### config.mk
export PLATFORM = sky130hd
export DESIGN_NAME = one_shot_timer_table
export DESIGN_NICKNAME = d
export VERILOG_FILES = /design/src/sv/ostt_pkg.sv /design/src/sv/ostt_ram.sv /design/src/sv/ostt_fifo.sv /design/src/sv/ostt_front.sv /design/src/sv/ostt_back.sv /design/src/sv/one_shot_timer_table.sv
export SDC_FILE = /design/constraint.sdc
export NUM_CORES = 2
export LEC_CHECK = 0
export ABC_CLOCK_PERIOD_IN_PS = 37300
export BUFFER_PORTS_ARGS = -buffer_cell sky130_fd_sc_hd__clkbuf_2
export CAP_MARGIN = 10
export CORE_MARGIN = 2
export CORE_UTILIZATION = 39
export CTS_CLUSTER_DIAMETER = 50
export CTS_CLUSTER_SIZE = 12
export DETAILED_ROUTE_END_ITERATION = 6
export MAX_ROUTING_LAYER = met4
export SYNTH_ARGS = -nofsm -noshare
export SYNTH_HDL_FRONTEND = slang
export SYNTH_SLANG_ARGS = --single-unit
### constraint.sdc
create_clock -name clock -period 37.3 [get_ports clock]
set_input_delay 5.595 -clock clock [delete_from_list [all_inputs] [get_ports clock]]
set_output_delay 5.595 -clock clock [all_outputs]
set_load 0.02 [all_outputs]
### src/sv/ostt_pkg.sv
// Package for the one-shot timer table: request, result and slot record
// types, action and result codes. Used by ostt_front, ostt_back and one_shot_timer_table.
`default_nettype none
package ostt_pkg;

   localparam int MAX_RESULTS = 16;

   typedef enum logic [2:0] {
      ACT_ARM    = 3'd0,
      ACT_CANCEL = 3'd1,
      ACT_REMOVE = 3'd2,
      ACT_TICK   = 3'd3,
      ACT_STOP   = 3'd4
   } act_type;

   localparam logic [1:0] KIND_ARMED = 2'd0;
   localparam logic [1:0] KIND_FULL  = 2'd1;
   localparam logic [1:0] KIND_FIRED = 2'd2;

   typedef struct packed {
      act_type     action;
      logic [63:0] now_ms;
      logic [63:0] delay_ms;
      logic [31:0] user_tag;
      logic        with_notify;
      logic [31:0] timer_id;
   } req_type;

   typedef struct packed {
      logic [1:0]  kind;
      logic [31:0] result_id;
      logic [31:0] fired_tag;
      logic [63:0] fired_timeout;
      logic [63:0] early_elapsed;
      logic        last;
   } rsp_type;

   typedef struct packed {
      logic [31:0] id;
      logic [31:0] tag;
      logic [63:0] start;
      logic [63:0] timeout;
   } slot_type;

endpackage
`default_nettype wire

### src/sv/ostt_ram.sv
// Generic single-port-write, single-port-read RAM with registered read data.
// No dependencies.
`default_nettype none
module ostt_ram #(
   parameter int WIDTH = 8,
   parameter int DEPTH = 16
) (
   input  wire logic                     clock,
   input  wire logic                     we,
   input  wire logic [$clog2(DEPTH)-1:0] waddr,
   input  wire logic [WIDTH-1:0]         wdata,
   input  wire logic [$clog2(DEPTH)-1:0] raddr,
   output logic      [WIDTH-1:0]         rdata
);
   logic [WIDTH-1:0] mem [DEPTH];

   always_ff @(posedge clock) begin
      if (we) begin
         mem[waddr] <= wdata;
      end
      rdata <= mem[raddr];
   end
endmodule
`default_nettype wire

### src/sv/ostt_fifo.sv
// Small register queue with push/full and pop/empty sides.
// No dependencies.
`default_nettype none
module ostt_fifo #(
   parameter int WIDTH = 8,
   parameter int DEPTH = 2
) (
   input  wire logic             clock,
   input  wire logic             reset,
   input  wire logic             push,
   input  wire logic [WIDTH-1:0] wdata,
   output logic                  full,
   input  wire logic             pop,
   output logic      [WIDTH-1:0] rdata,
   output logic                  empty
);
   localparam int PW = (DEPTH > 1) ? $clog2(DEPTH) : 1;
   localparam int CW = $clog2(DEPTH + 1);

   logic [WIDTH-1:0] data_ff [DEPTH];
   logic [PW-1:0]    wptr_ff, wptr_in, rptr_ff, rptr_in;
   logic [CW-1:0]    count_ff, count_in;
   logic             do_push, do_pop;

   assign full    = (count_ff == CW'(DEPTH));
   assign empty   = (count_ff == '0);
   assign do_push = push && !full;
   assign do_pop  = pop && !empty;
   assign rdata   = data_ff[rptr_ff];

   always_comb begin
      wptr_in  = wptr_ff;
      rptr_in  = rptr_ff;
      count_in = count_ff;
      if (do_push) begin
         wptr_in = (wptr_ff == PW'(DEPTH - 1)) ? '0 : wptr_ff + 1'b1;
      end
      if (do_pop) begin
         rptr_in = (rptr_ff == PW'(DEPTH - 1)) ? '0 : rptr_ff + 1'b1;
      end
      if (do_push && !do_pop) begin
         count_in = count_ff + 1'b1;
      end else if (do_pop && !do_push) begin
         count_in = count_ff - 1'b1;
      end
   end

   always_ff @(posedge clock) begin
      if (reset) begin
         wptr_ff  <= '0;
         rptr_ff  <= '0;
         count_ff <= '0;
      end else begin
         wptr_ff  <= wptr_in;
         rptr_ff  <= rptr_in;
         count_ff <= count_in;
      end
      if (do_push) begin
         data_ff[wptr_ff] <= wdata;
      end
   end
endmodule
`default_nettype wire

### src/sv/ostt_front.sv
// Front end: accepts requests, drops unused action codes and queues the rest
// for the engine. Depends on ostt_pkg and ostt_fifo.
`default_nettype none
module ostt_front (
   input  wire logic              clock,
   input  wire logic              reset,
   input  wire logic              push,
   output logic                   full,
   input  wire logic [2:0]        action,
   input  wire logic [63:0]       now_ms,
   input  wire logic [63:0]       delay_ms,
   input  wire logic [31:0]       user_tag,
   input  wire logic              with_notify,
   input  wire logic [31:0]       timer_id,
   output logic                   q_valid,
   input  wire logic              q_pop,
   output ostt_pkg::req_type      q_req
);
   import ostt_pkg::*;

   req_type req;
   logic    known, q_empty;
   logic [$bits(req_type)-1:0] q_bits;

   always_comb begin
      case (action) inside
         [ACT_ARM:ACT_STOP]: known = 1'b1;
         default:            known = 1'b0;
      endcase
   end

   assign req.action      = act_type'(action);
   assign req.now_ms      = now_ms;
   assign req.delay_ms    = delay_ms;
   assign req.user_tag    = user_tag;
   assign req.with_notify = with_notify;
   assign req.timer_id    = timer_id;

   // Unknown codes are accepted and discarded here.
   ostt_fifo #(.WIDTH($bits(req_type)), .DEPTH(2)) u_q (
      .clock (clock),
      .reset (reset),
      .push  (push && known),
      .wdata (req),
      .full  (full),
      .pop   (q_pop),
      .rdata (q_bits),
      .empty (q_empty)
   );

   assign q_valid = !q_empty;
   assign q_req   = req_type'(q_bits);
endmodule
`default_nettype wire

### src/sv/ostt_back.sv
// Engine: owns the slot table, arms timers, handles stop and walks the slots
// for cancel, remove and tick. Depends on ostt_pkg and ostt_ram.
`default_nettype none
module ostt_back #(
   parameter int SLOTS = 16
) (
   input  wire logic              clock,
   input  wire logic              reset,
   input  wire logic              q_valid,
   output logic                   q_pop,
   input  wire ostt_pkg::req_type q_req,
   output logic                   res_push,
   output ostt_pkg::rsp_type      res_data,
   input  wire logic              res_full
);
   import ostt_pkg::*;

   localparam int IW = $clog2(SLOTS);
   localparam int NW = $clog2(MAX_RESULTS + 1);

   typedef enum logic [3:0] {
      ST_IDLE  = 4'b0001,
      ST_PRIME = 4'b0010,
      ST_WALK  = 4'b0100,
      ST_FLUSH = 4'b1000
   } state_type;

   state_type      state_ff, state_in;
   logic [SLOTS-1:0] used_ff, used_in, notify_ff, notify_in;
   logic [SLOTS-1:0] canc_ff, canc_in, fired_ff, fired_in;
   logic [31:0]    next_id_ff, next_id_in;
   logic           running_ff, running_in;
   req_type        cur_ff, cur_in;
   logic [IW-1:0]  idx_ff, idx_in;
   logic [NW-1:0]  n_ff, n_in;
   rsp_type        pend_ff, pend_in;
   logic           pend_v_ff, pend_v_in;

   logic           ram_we;
   logic [IW-1:0]  ram_raddr, free_idx;
   logic           have_free;
   slot_type       wslot, rslot;
   logic [$bits(slot_type)-1:0] rbits;
   logic [31:0]    nid;
   logic [63:0]    elapsed;
   logic           expired, fire, stall, at_end;

   always_comb begin
      have_free = 1'b0;
      free_idx  = '0;
      for (int i = SLOTS - 1; i >= 0; i--) begin
         if (!used_ff[i]) begin
            have_free = 1'b1;
            free_idx  = IW'(i);
         end
      end
   end

   assign nid            = (next_id_ff + 32'd1 == 32'd0) ? 32'd1 : next_id_ff + 32'd1;
   assign wslot.id       = nid;
   assign wslot.tag      = q_req.user_tag;
   assign wslot.start    = q_req.now_ms;
   assign wslot.timeout  = q_req.delay_ms;
   assign rslot          = slot_type'(rbits);
   assign elapsed        = cur_ff.now_ms - rslot.start;
   assign expired        = elapsed >= rslot.timeout;
   assign at_end         = (idx_ff == IW'(SLOTS - 1));

   ostt_ram #(.WIDTH($bits(slot_type)), .DEPTH(SLOTS)) u_ram (
      .clock (clock),
      .we    (ram_we),
      .waddr (free_idx),
      .wdata (wslot),
      .raddr (ram_raddr),
      .rdata (rbits)
   );

   always_comb begin
      state_in   = state_ff;
      used_in    = used_ff;
      notify_in  = notify_ff;
      canc_in    = canc_ff;
      fired_in   = fired_ff;
      next_id_in = next_id_ff;
      running_in = running_ff;
      cur_in     = cur_ff;
      idx_in     = idx_ff;
      n_in       = n_ff;
      pend_in    = pend_ff;
      pend_v_in  = pend_v_ff;
      q_pop      = 1'b0;
      res_push   = 1'b0;
      res_data   = pend_ff;
      ram_we     = 1'b0;
      ram_raddr  = '0;
      fire       = 1'b0;
      stall      = 1'b0;

      case (state_ff)
         ST_IDLE: begin
            if (q_valid) begin
               if (!running_ff) begin
                  q_pop = 1'b1;
               end else begin
                  case (q_req.action)
                     ACT_ARM: begin
                        if (!res_full) begin
                           q_pop                  = 1'b1;
                           res_push               = 1'b1;
                           res_data               = '0;
                           res_data.last          = 1'b1;
                           if (have_free) begin
                              ram_we              = 1'b1;
                              next_id_in          = nid;
                              used_in[free_idx]   = 1'b1;
                              notify_in[free_idx] = q_req.with_notify;
                              canc_in[free_idx]   = 1'b0;
                              fired_in[free_idx]  = 1'b0;
                              res_data.kind       = KIND_ARMED;
                              res_data.result_id  = nid;
                           end else begin
                              res_data.kind       = KIND_FULL;
                           end
                        end
                     end
                     ACT_STOP: begin
                        q_pop      = 1'b1;
                        used_in    = '0;
                        running_in = 1'b0;
                     end
                     default: begin
                        q_pop     = 1'b1;
                        cur_in    = q_req;
                        idx_in    = '0;
                        n_in      = '0;
                        pend_v_in = 1'b0;
                        state_in  = ST_PRIME;
                     end
                  endcase
               end
            end
         end
         ST_PRIME: begin
            ram_raddr = '0;
            state_in  = ST_WALK;
         end
         ST_WALK: begin
            if (used_ff[idx_ff]) begin
               if (cur_ff.action == ACT_TICK) begin
                  if (fired_ff[idx_ff]) begin
                     used_in[idx_ff] = 1'b0;
                  end else if (expired || canc_ff[idx_ff]) begin
                     if (!notify_ff[idx_ff]) begin
                        used_in[idx_ff] = 1'b0;
                     end else if (n_ff < NW'(MAX_RESULTS)) begin
                        fire = 1'b1;
                     end
                  end
               end else if (rslot.id == cur_ff.timer_id) begin
                  canc_in[idx_ff] = 1'b1;
                  if (cur_ff.action == ACT_REMOVE) begin
                     notify_in[idx_ff] = 1'b0;
                  end
               end
            end
            // A held fire result can only leave once the result queue has room.
            stall = fire && pend_v_ff && res_full;
            if (stall) begin
               used_in   = used_ff;
               notify_in = notify_ff;
               canc_in   = canc_ff;
               ram_raddr = idx_ff;
            end else begin
               if (fire) begin
                  res_push              = pend_v_ff;
                  res_data.last         = 1'b0;
                  pend_v_in             = 1'b1;
                  pend_in.kind          = KIND_FIRED;
                  pend_in.result_id     = rslot.id;
                  pend_in.fired_tag     = rslot.tag;
                  pend_in.fired_timeout = rslot.timeout;
                  pend_in.early_elapsed = expired ? 64'd0 : elapsed;
                  pend_in.last          = 1'b0;
                  fired_in[idx_ff]      = 1'b1;
                  notify_in[idx_ff]     = 1'b0;
                  n_in                  = n_ff + 1'b1;
               end
               ram_raddr = idx_ff + 1'b1;
               idx_in    = idx_ff + 1'b1;
               if (at_end) begin
                  state_in = (cur_ff.action == ACT_TICK) ? ST_FLUSH : ST_IDLE;
               end
            end
         end
         ST_FLUSH: begin
            if (!pend_v_ff) begin
               state_in = ST_IDLE;
            end else if (!res_full) begin
               res_push      = 1'b1;
               res_data.last = 1'b1;
               pend_v_in     = 1'b0;
               state_in      = ST_IDLE;
            end
         end
         default: begin
            state_in = ST_IDLE;
         end
      endcase
   end

   always_ff @(posedge clock) begin
      if (reset) begin
         state_ff   <= ST_IDLE;
         used_ff    <= '0;
         next_id_ff <= '0;
         running_ff <= 1'b1;
         pend_v_ff  <= 1'b0;
      end else begin
         state_ff   <= state_in;
         used_ff    <= used_in;
         next_id_ff <= next_id_in;
         running_ff <= running_in;
         pend_v_ff  <= pend_v_in;
      end
      notify_ff <= notify_in;
      canc_ff   <= canc_in;
      fired_ff  <= fired_in;
      cur_ff    <= cur_in;
      idx_ff    <= idx_in;
      n_ff      <= n_in;
      pend_ff   <= pend_in;
   end
endmodule
`default_nettype wire

### src/sv/one_shot_timer_table.sv
// One-shot timer table: arm, cancel, remove, tick and stop requests in, arm
// answers and fire notices out. Cancel and remove walk the slot RAM one slot
// per cycle; a tick walks it in the same way while the result queue has room
// and then flushes its last fire notice. A full result queue also holds back
// arm requests. A tick holds each fire notice back until the next one so that
// the last one can be flagged. After a stop request every later request is
// accepted and discarded.
// Depends on ostt_pkg, ostt_front, ostt_back and ostt_fifo.
`default_nettype none
module one_shot_timer_table #(
   parameter int SLOTS = 16
) (
   input  wire logic        clock,
   input  wire logic        reset,
   input  wire logic        push,
   output logic             full,
   input  wire logic [2:0]  req_action,
   input  wire logic [63:0] req_now_ms,
   input  wire logic [63:0] req_delay_ms,
   input  wire logic [31:0] req_user_tag,
   input  wire logic        req_with_notify,
   input  wire logic [31:0] req_timer_id,
   output logic             empty,
   input  wire logic        pop,
   output logic [1:0]       rsp_kind,
   output logic [31:0]      rsp_result_id,
   output logic [31:0]      rsp_fired_tag,
   output logic [63:0]      rsp_fired_timeout,
   output logic [63:0]      rsp_early_elapsed,
   output logic             rsp_last
);
   import ostt_pkg::*;

   logic    q_valid, q_pop, res_push, res_full;
   req_type q_req;
   rsp_type res_data, rsp;
   logic [$bits(rsp_type)-1:0] rsp_bits;

   ostt_front u_front (
      .clock       (clock),
      .reset       (reset),
      .push        (push),
      .full        (full),
      .action      (req_action),
      .now_ms      (req_now_ms),
      .delay_ms    (req_delay_ms),
      .user_tag    (req_user_tag),
      .with_notify (req_with_notify),
      .timer_id    (req_timer_id),
      .q_valid     (q_valid),
      .q_pop       (q_pop),
      .q_req       (q_req)
   );

   ostt_back #(.SLOTS(SLOTS)) u_back (
      .clock    (clock),
      .reset    (reset),
      .q_valid  (q_valid),
      .q_pop    (q_pop),
      .q_req    (q_req),
      .res_push (res_push),
      .res_data (res_data),
      .res_full (res_full)
   );

   ostt_fifo #(.WIDTH($bits(rsp_type)), .DEPTH(2)) u_rsp (
      .clock (clock),
      .reset (reset),
      .push  (res_push),
      .wdata (res_data),
      .full  (res_full),
      .pop   (pop),
      .rdata (rsp_bits),
      .empty (empty)
   );

   assign rsp               = rsp_type'(rsp_bits);
   assign rsp_kind          = rsp.kind;
   assign rsp_result_id     = rsp.result_id;
   assign rsp_fired_tag     = rsp.fired_tag;
   assign rsp_fired_timeout = rsp.fired_timeout;
   assign rsp_early_elapsed = rsp.early_elapsed;
   assign rsp_last          = rsp.last;
endmodule
`default_nettype wire

==> run_results.csv <==
group,metric,value,unit
grt,grt_pass1_vias,98100,
drt,vias_per_cell,5.75,
drt,first_pass_iters,7,
critical_path,crit_type,"flop to flop",
sta,fin_skew,0.0885,ns
cts,post_cts_buffers,0,
grt,globalRouteMet3Util,4.14,%
placement,hpwl,310,mm
grt,busiest_layer,"met2",
synthesis,synth_edf_count,4202,
min_path,hp-class,"flop to flop",
sta,fin_ws,26.15,ns
drt,antenna_left,0,
synthesis,syn-cell-area,173000,µm²
grt,grt_pass1_wl,750,mm
sta,hold_violations,0,
finish,final_nets,11600,
sta,setup_viol,0,
floorplan,dieArea,449000,µm²
placement,place_ws,26.36,ns
critical_path,critPathRequiredTime,38.16,ns
drt,drc,1,
grt,grt_max_degree,146,
sta,max_freq,89.7,MHz
power,power.leakage,66.6,nW
synthesis,synth_cells,10800,
floorplan,core_area,442000,µm²
status,status,"finished with violations",
grt,overflow,0,
cts,clk_pin_slew,0.07,ns
grt,track_usage,23.9,%
placement,place_area,182000,µm²
synthesis,ys_types,98,
power,power,12.3,mW
cts,cts_root_buffer,"clkbuf_16",
power,ir_drop,0.0436,mV
sta,rsz0062_at_grt,"false",
floorplan,die_w,670,µm
critical_path,max_stage_delay,0.88,ns
synthesis,synth-seq-cells,4458,
sta,min_period_over_period,29.9,%
cts,insertion_delay,1.03,ns
synthesis,synth_flop_cell,"edfxtp_1",
synthesis,synthArstFlopShare,0,%
grt,use_met1,31.7,%
sta,holdWs,0.387,ns
sta,setup_tns,0,ns
synthesis,syn_nets,11100,
critical_path,critPathLaunchType,"flop",
floorplan,start_util,39.2,%
drt,wl_per_cell,30.7,µm
finish,stdcell_area,196000,µm²
floorplan,ios,397,
placement,dp.cells,16700,
finish,areaGrowthSynthToFinish,13.0,%
finish,drive_above_1_share,16.3,%
critical_path,cp_data_arrival_time,12.01,ns
sta,finalMaxSlewViolations,0,
placement,gp_congestion,0.919,
sta,slew_headroom,12.7,%
critical_path,path_max_fanout,69,
flow_run,cap_violations,0,
cts,postCtsHoldBufs,0,
drt,vias,101000,
cts,tritoncts,"built",
cts,cts_sinks,4458,
synthesis,ys_seq_area_share,75.9,%
grt,antenna_found_initial,73,
critical_path,cp-end-kind,"flop",
cts,cts.htree.levels,5,
finish,instances_no_fill,17600,
power,power_density,62.9,nW/µm²
sta,period_needed,11.15,ns
critical_path,crit_slowest_cell,"buf_4",
synthesis,ys_warn_count,0,
drt,routed_wirelength,540,mm
grt,grtUsageMet2,37.0,%
sta,tightest_slew,1.30,ns
placement,port_buffers,396,
synthesis,avgSynthCellArea,16.0,µm²
floorplan,fp-row-count,244,
drt,drt_iter0_drc,14600,
cts,cts_buffer_depth,4,
status,violations,"DRC",
finish,fin_util,44.3,%
cts,cts_resized,0,
cts,numCtsBuffers,443,
floorplan,die_h,670,µm
[worst paths after layout]
path | slack, ns | start | end | depth (start not counted)
min reg2reg | 0.39 | u_back.u_ram.rdata[138] | u_back.pend_ff[139] | 0
max reg2reg | 26.15 | u_back.u_ram.rdata[66] | u_back.u_ram.rdata[19] | 28
max | 26.15 | u_back.u_ram.rdata[66] | u_back.u_ram.rdata[19] | 28
min | 0.39 | u_back.u_ram.rdata[138] | u_back.pend_ff[139] | 0
[routing by layer]
metal	wire (µm)	part of all wire, %
met4	24500	4.5
met5	0	0
met3	51700	9.6
met2	249000	46
met1	215000	40
[Yosys cell counts, types with 37 or more instances]
cell      instances  area (µm²)
nor4_1           43         269
mux4_2           68        1530
and3_1           48         300
nand4_1          50         313
ha_1            135        1690
nor2_1          158         593
nor3_1           55         275
a222oi_1         63         631
mux2_2          534        6010
and2_1          233        1460
buf_4            57         428
a22o_1           58         508
a31oi_1          70         438
inv_1           179         672
a21o_1           53         398
o21ai_0         186         931
nand3_1         326        1630
xor2_1           63         552
o22ai_1          60         375
xnor2_1          91         797
buf_1            37         139
dfxtp_1         256        5120
edfxtp_1       4202      126000
a221oi_2         41         616
a21oi_1         612        3060
mux2i_1         371        3710
clkbuf_1        318        1190
o221ai_1         91         797
buf_2           174         871
a221oi_1        222        1940
nand2_1        1473        5530
mux2_1           41         462
[where the power goes]
group / switching (mW) / internal (mW)
Clock: 1.89 / 2.36
Combinational: 1.39 / 0.557
Sequential: 0.135 / 5.98
Total: 3.42 / 8.90
[cells by family (layout without fill, tap and decap cells)]
family	Yosys count	in the layout	share of synthesized area [%]
AOI/OAI and AO/OA	1763	1763	7.12
xor gates and xnor gates	154	154	0.779
adders and majority gates	136	136	0.987
buffers and inverters	790	1617	2.05
DFF	4458	4458	75.9
muxes	1015	1015	6.78
other	0	49	0
and+or+nand+nor	2491	2491	6.42
[cell usage in the layout, fill, tap and decap left out, types with 23 or more instances in the layout]
master     count
clkbuf_16    445
a31oi_1       69
clkbuf_2     396
nor2b_1       24
nor2_4        29
edfxtp_1    4202
and3_1        48
a21oi_1      611
diode_2       49
a22o_1        58
a221oi_2      41
buf_4        208
a221oi_1     222
nor2_1       130
nor4_1        41
o211ai_1      23
a21o_1        53
a22oi_1       25
clkbuf_1     263
nand4_1       50
mux2_1        41
o22ai_1       60
and2_1       231
a222oi_1      63
ha_1         135
nor3_1        54
mux2_2       534
dfxtp_1      254
nand2_1     1470
o21ai_0      185
mux2i_1      371
inv_1        179
a211oi_1      30
nand3_1      326
a32o_1        30
xnor2_1       89
xor2_1        63
mux4_2        68
o221ai_1      91
[worst max-delay path, delay by kind of cell (launching register included)]
family                   cells  cell delay [ns]
AND/OR/NAND/NOR              3             0.86
AO/OA/AOI/OAI               15             4.77
adder cells (fa/ha/maj)      2             0.67
buffers and inverters        5             3.13
multiplexers                 2             0.82
flip-flops                   1             0.45
XOR/XNOR                     1             0.08
[registers in the layout, summed over array words and instances, names as in the netlist, 32 cells and up, named ones only]
name / count
u_back.pend_ff: 192
u_back.u_ram.rdata: 192
u_back.next_id_ff: 32
u_rsp.data_ff: 390
u_front.u_q.data_ff: 392
u_back.cur_ff: 99
u_back.u_ram.mem: 3072
[cell type report]
class	instances	area, µm²
antenna	49	123
tap	5904	7390
sequential	4458	131000
clock buffer	721	12300
inverter	184	734
timing repair buffer	620	3860
multi-input combinational	5559	38600
clock inverter	92	1310
fill	38100	246000
(Power assumes the default switching activity.)
